<file path="src/hw/rtl/utf_pkg.sv">
// Shared types and constants for the UTF-16 to UTF-8 stream converter.
package utf_pkg;

  // One request on the input channel.
  typedef struct packed {
    logic [15:0] code_unit;
    logic        last_unit;
  } in_t;

  // One result on the output channel.
  typedef struct packed {
    logic [7:0]  out_byte;
    logic        run_end;
    logic        stream_end;
    logic        error;
    logic [31:0] byte_total;
  } out_t;

  // Classified item passed from the front end to the byte emitter.
  typedef struct packed {
    logic [3:0][7:0] bytes;     // bytes[0] goes out first
    logic [1:0]      last_idx;  // index of the final byte
    logic            last;      // final item of the stream
    logic            err;       // unpaired surrogate at stream end
  } entry_t;

  localparam int unsigned QDEPTH  = 4;
  localparam int unsigned QPTR_W  = $clog2(QDEPTH);
  localparam int unsigned QCNT_W  = $clog2(QDEPTH + 1);

  localparam logic [15:0] ASCII_MASK  = 16'hFF80;
  localparam logic [15:0] TWO_MASK    = 16'hF800;
  localparam logic [15:0] SURR_BASE   = 16'hD800;
  localparam logic [21:0] PAIR_BIAS   = 22'h002400;  // 0x10000 - 0xDC00
  localparam logic [7:0]  LEAD2       = 8'b1100_0000;
  localparam logic [7:0]  LEAD3       = 8'b1110_0000;
  localparam logic [7:0]  LEAD4       = 8'b1111_0000;
  localparam logic [7:0]  CONT        = 8'b1000_0000;
  localparam logic [5:0]  SIX_MASK    = 6'b111111;

  localparam logic [1:0]  IDX_ONE     = 2'd0;
  localparam logic [1:0]  IDX_TWO     = 2'd1;
  localparam logic [1:0]  IDX_THREE   = 2'd2;
  localparam logic [1:0]  IDX_FOUR    = 2'd3;

endpackage

</file>
<file path="src/hw/rtl/utf_front.sv">
// Front end: accepts code units, pairs surrogates and builds byte groups.
module utf_front (
  input  logic            clk,
  input  logic            rst_n,
  input  logic            in_valid,
  output logic            in_ready,
  input  utf_pkg::in_t    in_data,
  input  logic            q_full,
  output logic            q_push,
  output utf_pkg::entry_t q_data
);
  import utf_pkg::*;

  logic        pending_r, pending_nxt;
  logic [10:0] offset_r, offset_nxt;
  logic [15:0] unit;
  logic [21:0] pair_v;
  logic        accept;

  assign in_ready = !q_full;
  assign accept   = in_valid && in_ready;
  assign unit     = in_data.code_unit;
  assign pair_v   = {1'b0, offset_r, 10'b0} + {6'b0, unit} + PAIR_BIAS;

  always_comb begin
    pending_nxt     = pending_r;
    offset_nxt      = offset_r;
    q_push          = 1'b0;
    q_data.bytes    = '0;
    q_data.last_idx = IDX_ONE;
    q_data.last     = in_data.last_unit;
    q_data.err      = 1'b0;
    if (accept) begin
      q_push = 1'b1;
      if (pending_r) begin
        // Partner is taken as is, no low-surrogate check.
        q_data.bytes[0] = LEAD4 | {4'b0, pair_v[21:18]};
        q_data.bytes[1] = CONT | {2'b0, pair_v[17:12] & SIX_MASK};
        q_data.bytes[2] = CONT | {2'b0, pair_v[11:6] & SIX_MASK};
        q_data.bytes[3] = CONT | {2'b0, pair_v[5:0] & SIX_MASK};
        q_data.last_idx = IDX_FOUR;
        pending_nxt     = 1'b0;
        offset_nxt      = '0;
      end else if ((unit & ASCII_MASK) == '0) begin
        q_data.bytes[0] = unit[7:0];
        q_data.last_idx = IDX_ONE;
      end else if ((unit & TWO_MASK) == '0) begin
        q_data.bytes[0] = LEAD2 | {3'b0, unit[10:6]};
        q_data.bytes[1] = CONT | {2'b0, unit[5:0]};
        q_data.last_idx = IDX_TWO;
      end else if ((unit & TWO_MASK) != SURR_BASE) begin
        q_data.bytes[0] = LEAD3 | {4'b0, unit[15:12]};
        q_data.bytes[1] = CONT | {2'b0, unit[11:6]};
        q_data.bytes[2] = CONT | {2'b0, unit[5:0]};
        q_data.last_idx = IDX_THREE;
      end else if (in_data.last_unit) begin
        // Stream ends on a lone surrogate: one error result.
        q_data.err      = 1'b1;
        q_data.last_idx = IDX_ONE;
      end else begin
        // Hold the surrogate, nothing goes out yet.
        q_push      = 1'b0;
        pending_nxt = 1'b1;
        offset_nxt  = unit[10:0];
      end
      if (in_data.last_unit) begin
        pending_nxt = 1'b0;
        offset_nxt  = '0;
      end
    end
  end

  always_ff @(posedge clk) begin
    if (!rst_n) begin
      pending_r <= 1'b0;
      offset_r  <= '0;
    end else begin
      pending_r <= pending_nxt;
      offset_r  <= offset_nxt;
    end
  end

endmodule

</file>
<file path="src/hw/rtl/utf_queue.sv">
// Short register queue between the front end and the byte emitter.
module utf_queue (
  input  logic            clk,
  input  logic            rst_n,
  input  logic            push,
  input  utf_pkg::entry_t push_data,
  output logic            full,
  input  logic            pop,
  output logic            valid,
  output utf_pkg::entry_t pop_data
);
  import utf_pkg::*;

  entry_t              mem_r [QDEPTH];
  logic [QPTR_W-1:0]   wr_ptr_r, wr_ptr_nxt;
  logic [QPTR_W-1:0]   rd_ptr_r, rd_ptr_nxt;
  logic [QCNT_W-1:0]   cnt_r, cnt_nxt;
  logic                do_push, do_pop;

  assign full     = (cnt_r == QCNT_W'(QDEPTH));
  assign valid    = (cnt_r != '0);
  assign pop_data = mem_r[rd_ptr_r];
  assign do_push  = push && !full;
  assign do_pop   = pop && valid;

  always_comb begin
    wr_ptr_nxt = do_push ? wr_ptr_r + 1'b1 : wr_ptr_r;
    rd_ptr_nxt = do_pop ? rd_ptr_r + 1'b1 : rd_ptr_r;
    cnt_nxt    = cnt_r;
    if (do_push && !do_pop) begin
      cnt_nxt = cnt_r + 1'b1;
    end else if (do_pop && !do_push) begin
      cnt_nxt = cnt_r - 1'b1;
    end
  end

  always_ff @(posedge clk) begin
    if (do_push) begin
      mem_r[wr_ptr_r] <= push_data;
    end
  end

  always_ff @(posedge clk) begin
    if (!rst_n) begin
      wr_ptr_r <= '0;
      rd_ptr_r <= '0;
      cnt_r    <= '0;
    end else begin
      wr_ptr_r <= wr_ptr_nxt;
      rd_ptr_r <= rd_ptr_nxt;
      cnt_r    <= cnt_nxt;
    end
  end

endmodule

</file>
<file path="src/hw/rtl/utf_back.sv">
// Byte emitter: sends one byte per cycle while out_ready allows, and keeps the running byte count.
module utf_back #(
  parameter int unsigned COUNT_WIDTH = 32
) (
  input  logic            clk,
  input  logic            rst_n,
  input  logic            q_valid,
  input  utf_pkg::entry_t q_data,
  output logic            q_pop,
  output logic            out_valid,
  input  logic            out_ready,
  output utf_pkg::out_t   out_data
);
  import utf_pkg::*;

  logic                   out_valid_r, out_valid_nxt;
  out_t                   out_data_r, out_data_nxt;
  logic [COUNT_WIDTH-1:0] count_r, count_nxt;
  logic [COUNT_WIDTH-1:0] count_inc;
  logic [63:0]            count_wide;
  logic [1:0]             idx_r, idx_nxt;
  logic                   load;
  logic                   fin;

  assign out_valid = out_valid_r;
  assign out_data  = out_data_r;

  assign load       = q_valid && (!out_valid_r || out_ready);
  assign fin        = (idx_r == q_data.last_idx);
  assign q_pop      = load && fin;
  assign count_inc  = (&count_r) ? count_r : count_r + 1'b1;
  assign count_wide = 64'(count_inc);

  always_comb begin
    out_valid_nxt = out_valid_r;
    out_data_nxt  = out_data_r;
    count_nxt     = count_r;
    idx_nxt       = idx_r;
    if (out_valid_r && out_ready) begin
      out_valid_nxt = 1'b0;
    end
    if (load) begin
      out_valid_nxt           = 1'b1;
      out_data_nxt.out_byte   = q_data.err ? 8'd0 : q_data.bytes[idx_r];
      out_data_nxt.run_end    = fin;
      out_data_nxt.stream_end = fin && q_data.last;
      out_data_nxt.error      = q_data.err;
      out_data_nxt.byte_total = q_data.err ? 32'd0 : count_wide[31:0];
      idx_nxt                 = fin ? IDX_ONE : idx_r + 1'b1;
      // Drop the count at stream end or on error.
      if (q_data.err || (fin && q_data.last)) begin
        count_nxt = '0;
      end else begin
        count_nxt = count_inc;
      end
    end
  end

  always_ff @(posedge clk) begin
    if (!rst_n) begin
      out_valid_r <= 1'b0;
      count_r     <= '0;
      idx_r       <= IDX_ONE;
    end else begin
      out_valid_r <= out_valid_nxt;
      count_r     <= count_nxt;
      idx_r       <= idx_nxt;
    end
    out_data_r <= out_data_nxt;
  end

endmodule

</file>
<file path="src/hw/rtl/utf16_to_utf8_stream_converter.sv">
// Top level: UTF-16 code units in, UTF-8 bytes out, one byte per result.
// The first byte of an item passes through the queue and then the output register before it is presented.
// Throughput: one output byte per cycle while out_ready is high and the queue holds an item, set by
// the byte emitter; an item yields 1 to 4 bytes (3 for a non-surrogate unit above 0x7FF), a held lead surrogate none.
// A four-entry queue lets the input keep flowing while the output is stalled, until the queue fills.
// Reset (rst_n, synchronous, active low) empties the queue and clears surrogate and count.
module utf16_to_utf8_stream_converter #(
  parameter int unsigned COUNT_WIDTH = 32
) (
  input  logic          clk,
  input  logic          rst_n,
  input  logic          in_valid,
  output logic          in_ready,
  input  utf_pkg::in_t  in_data,
  output logic          out_valid,
  input  logic          out_ready,
  output utf_pkg::out_t out_data
);
  import utf_pkg::*;

  logic   q_full, q_push, q_pop, q_valid;
  entry_t q_wdata, q_rdata;

  utf_front u_front (
    .clk      (clk),
    .rst_n    (rst_n),
    .in_valid (in_valid),
    .in_ready (in_ready),
    .in_data  (in_data),
    .q_full   (q_full),
    .q_push   (q_push),
    .q_data   (q_wdata)
  );

  utf_queue u_queue (
    .clk       (clk),
    .rst_n     (rst_n),
    .push      (q_push),
    .push_data (q_wdata),
    .full      (q_full),
    .pop       (q_pop),
    .valid     (q_valid),
    .pop_data  (q_rdata)
  );

  utf_back #(
    .COUNT_WIDTH (COUNT_WIDTH)
  ) u_back (
    .clk       (clk),
    .rst_n     (rst_n),
    .q_valid   (q_valid),
    .q_data    (q_rdata),
    .q_pop     (q_pop),
    .out_valid (out_valid),
    .out_ready (out_ready),
    .out_data  (out_data)
  );

endmodule

</file>
<file path="config.mk">
export PLATFORM = sky130hd
export DESIGN_NAME = utf16_to_utf8_stream_converter
export DESIGN_NICKNAME = d
export VERILOG_FILES = /design/src/hw/rtl/utf_pkg.sv /design/src/hw/rtl/utf_front.sv /design/src/hw/rtl/utf_queue.sv /design/src/hw/rtl/utf_back.sv /design/src/hw/rtl/utf16_to_utf8_stream_converter.sv
export SDC_FILE = /design/constraint.sdc
export NUM_CORES = 1
export LEC_CHECK = 0
export ABC_AREA = 0
export BUFFER_PORTS_ARGS = -buffer_cell sky130_fd_sc_hd__buf_2
export CAP_MARGIN = 20
export CORE_UTILIZATION = 60
export CTS_CLUSTER_DIAMETER = 80
export DETAILED_ROUTE_END_ITERATION = 8
export GPL_ROUTABILITY_DRIVEN = 0
export HOLD_SLACK_MARGIN = 0.15
export PLACE_DENSITY = 0.79
export SKIP_LAST_GASP = 1
export SLEW_MARGIN = 20
export SYNTH_ARGS = -nofsm -noshare
export SYNTH_HDL_FRONTEND = slang
export SYNTH_SLANG_ARGS = --single-unit
</file>
<file path="constraint.sdc">
create_clock -name clk -period 8.2 [get_ports clk]
set_input_delay 1.23 -clock clk [delete_from_list [all_inputs] [get_ports clk]]
set_output_delay 1.23 -clock clk [all_outputs]
set_load 0.01 [all_outputs]
</file>
==> impl_metrics.json <==
{
  "status": "finished clean",
  "io_pins": 66,
  "synth_seq_cells": 227,
  "tns_ns": 0,
  "grt_setup_unrepaired": "no",
  "nets": 875,
  "cts_made_buffers": 23,
  "yosys.area_share.simple_pct": 10.97,
  "slew_headroom_pct": 35.01,
  "cts_root_buf": "clkbuf_16",
  "synth-adder-area-share_pct": 2.573,
  "core-area_um2": 16700,
  "maxCapViolations": 0,
  "wirelength_um": 21970,
  "grt_overflow": 0,
  "crit_fanout": 36,
  "die_w_um": 133.1,
  "arrival_ns": 4.06,
  "htreeDepth": 1,
  "track_usage_pct": 25.67,
  "core.rowCount": 47,
  "slew_viol_final": 0,
  "post-route-period-util_pct": 44.05,
  "dieHeight_um": 133.1,
  "floorplan.die_area_um2": 17710,
  "synth-xor-area-share_pct": 3.228,
  "ant_nets": 0,
  "synth_top_family_by_area": "simple AND/OR/NAND/NOR gates",
  "path_class": "reg2reg",
  "end_kind": "flip-flop",
  "ctsHoldBuffers": 0,
  "place_hpwl_um": 13820,
  "wire_per_inst_um": 20.55,
  "placement.io_buffers": 65,
  "hold_viol": 0,
  "cts.sinks": 227,
  "crit_required_ns": 8.64,
  "setup_viol": 0,
  "fill_cells": 1124,
  "syn_area_per_cell_um2": 13.07,
  "ys.flop_type": "edfxtp_1",
  "synthMuxAreaShare_pct": 9.223,
  "period_needed_ns": 3.612,
  "irDropWorstVdd_uv": 268.4,
  "cts_buffer_depth": 3,
  "cts_tree": "built",
  "hold_path.class": "reg2reg",
  "route.detailed.drc": 0,
  "yosys_warnings": 0,
  "synth.distinct_cells": 58,
  "area_growth_pct": 11.09,
  "via_count": 6854,
  "first_global_vias": 6687,
  "synth_compound_area_share_pct": 10.04,
  "syn_inst": 789,
  "p_leak_nw": 4.042,
  "clk_latency_ns": 0.50,
  "startpoint_type": "flip-flop",
  "clkTransAtPathRegs_ns": 0.06,
  "syn_area_um2": 10310,
  "synth_edf_count": 171,
  "initial_core_util_pct": 61.73,
  "clock_skew_ns": 0.01490,
  "grt_pass1_wl_um": 35260,
  "synth-async-reset-ratio_pct": 0,
  "dr.pass1.iters": 5,
  "antenna_found_initial": 0,
  "power_mw": 3.445,
  "final_util_pct": 68.58,
  "cts_setup_buffers": 0,
  "syn_nets": 830,
  "drtIter0Drc": 723,
  "powerDensity_nw_per_um2": 300.8,
  "n_antenna_cell": 0,
  "layout-drive-gt1-share_pct": 18.96,
  "fmax_ghz": 0.2769,
  "grt_max_degree": 48,
  "worstMarginPinSlew_ns": 0.9749,
  "ys_seq_area_share_pct": 60.68,
  "vias_per_cell": 6.412,
  "postCtsResizedCells": 0
}
-- cell type report --
cell class / instances / area, um2 / area share, %
clock buffers: 30 / 621.8 / 5.429
clock inverters: 10 / 102.6 / 0.8958
inverters: 24 / 90.09 / 0.7865
multi-input cells: 486 / 3727 / 32.54
flip-flops and latches: 227 / 6259 / 54.64
well taps: 220 / 275.3 / 2.403
repair buffers: 72 / 377.9 / 3.299
-- placed cells by master (no fill, tap or decap), types with 13 or more instances in the layout --
cell / instances
o21ai_0: 37
nor2_1: 84
xor2_1: 25
buf_2: 65
mux4_2: 39
and3_1: 14
inv_1: 22
ha_1: 18
dfxtp_1: 54
nand4_1: 13
xnor2_1: 13
edfxtp_1: 171
o31ai_1: 20
nand2_1: 32
a22oi_1: 15
nand3_1: 19
and2_1: 20
clkbuf_16: 23
a21oi_1: 27
a31oi_1: 15
-- through the flow --
| stage | instances | hold slack (ns) | area [um2] | setup WS, ns |
|---|---|---|---|---|
| floorplan | 789 | 0.4351 | 10310 | 4.525 |
| detailed placement | 1029 | 0.4534 | 10730 | 3.985 |
| finish | 1069 | 0.4704 | 11450 | 4.588 |
| global route | 1069 | 0.4942 | 11450 | 4.349 |
| global placement | 1029 | 0.4554 | 10730 | 4.175 |
| CTS | 1069 | 0.4680 | 11450 | 3.968 |
-- report_power, final --
| part | internal (mW) | switching, mW | total, mW | leakage [nW] |
|---|---|---|---|---|
| clock network | 0.596 | 0.418 | 1.01 | 0.355 |
| logic | 0.344 | 0.501 | 0.845 | 1.62 |
| registers | 1.51 | 0.0809 | 1.59 | 2.07 |
-- worst max-delay path, cell delays in order, from the launching register on --
cell and delay, ns:
dfxtp_2 0.31, buf_4 0.50, mux4_2 0.91, a311o_2 0.71, or2_2 0.64, nor4_1 0.33, a21o_1 0.12
-- cell families after synthesis --
family	after synthesis
compound gates	155
xor+xnor	38
fa+ha+maj	20
buf+inv	76
flops	227
mux	46
simple gates	227
-- final timing paths --
kind | depth (start not counted) | from | endpoint | slack (ns)
setup / recovery | 6 | flip-flop | u_back.count_r[30]$_SDFFE_PN0P_ | 4.59
hold / removal | 1 | u_back.count_r[31]$_SDFFE_PN0P_ | u_back.count_r[31]$_SDFFE_PN0P_ | 0.47
setup reg to reg | 6 | flip-flop | u_back.count_r[30]$_SDFFE_PN0P_ | 4.59
hold reg to reg | 1 | u_back.count_r[31]$_SDFFE_PN0P_ | u_back.count_r[31]$_SDFFE_PN0P_ | 0.47
-- flip-flops by register name (all words and copies together) (netlist names), named ones only --
signal / flops
u_back.out_data: 43
u_back.count_r: 32
u_back.out_valid: 1
u_queue.wr_ptr_r: 2
u_queue.rd_ptr_r: 2
u_back.idx_r: 2
u_queue.cnt_r: 3
u_front.pending_r: 1
u_front.offset_r: 11
u_queue.mem_r: 128
-- Yosys cell counts (all sizes together), types with 19 or more instances --
cell type,instances,area share (%)
edfxtp,171,50
nor2,84,3.1
dfxtp,56,11
mux4,39,8.5
o21ai,37,1.8
clkbuf,34,1.2
nand2,32,1.2
a21oi,27,1.3
and2,25,1.5
xor2,25,2.1
inv,24,0.87
o31ai,24,1.9
nand3,19,0.92
-- metal layers --
layer / global-route usage [%] / vias up / wire [um]
met3: 3.640 / 66 / 1896
met1: 35.59 / 3307 / 9045
met5: 0 / - / 0
li1: - / 3097 / -
met2: 40.66 / 384 / 10230
met4: 11.49 / 0 / 803
Note: power is estimated with default switching activity, not from simulation.
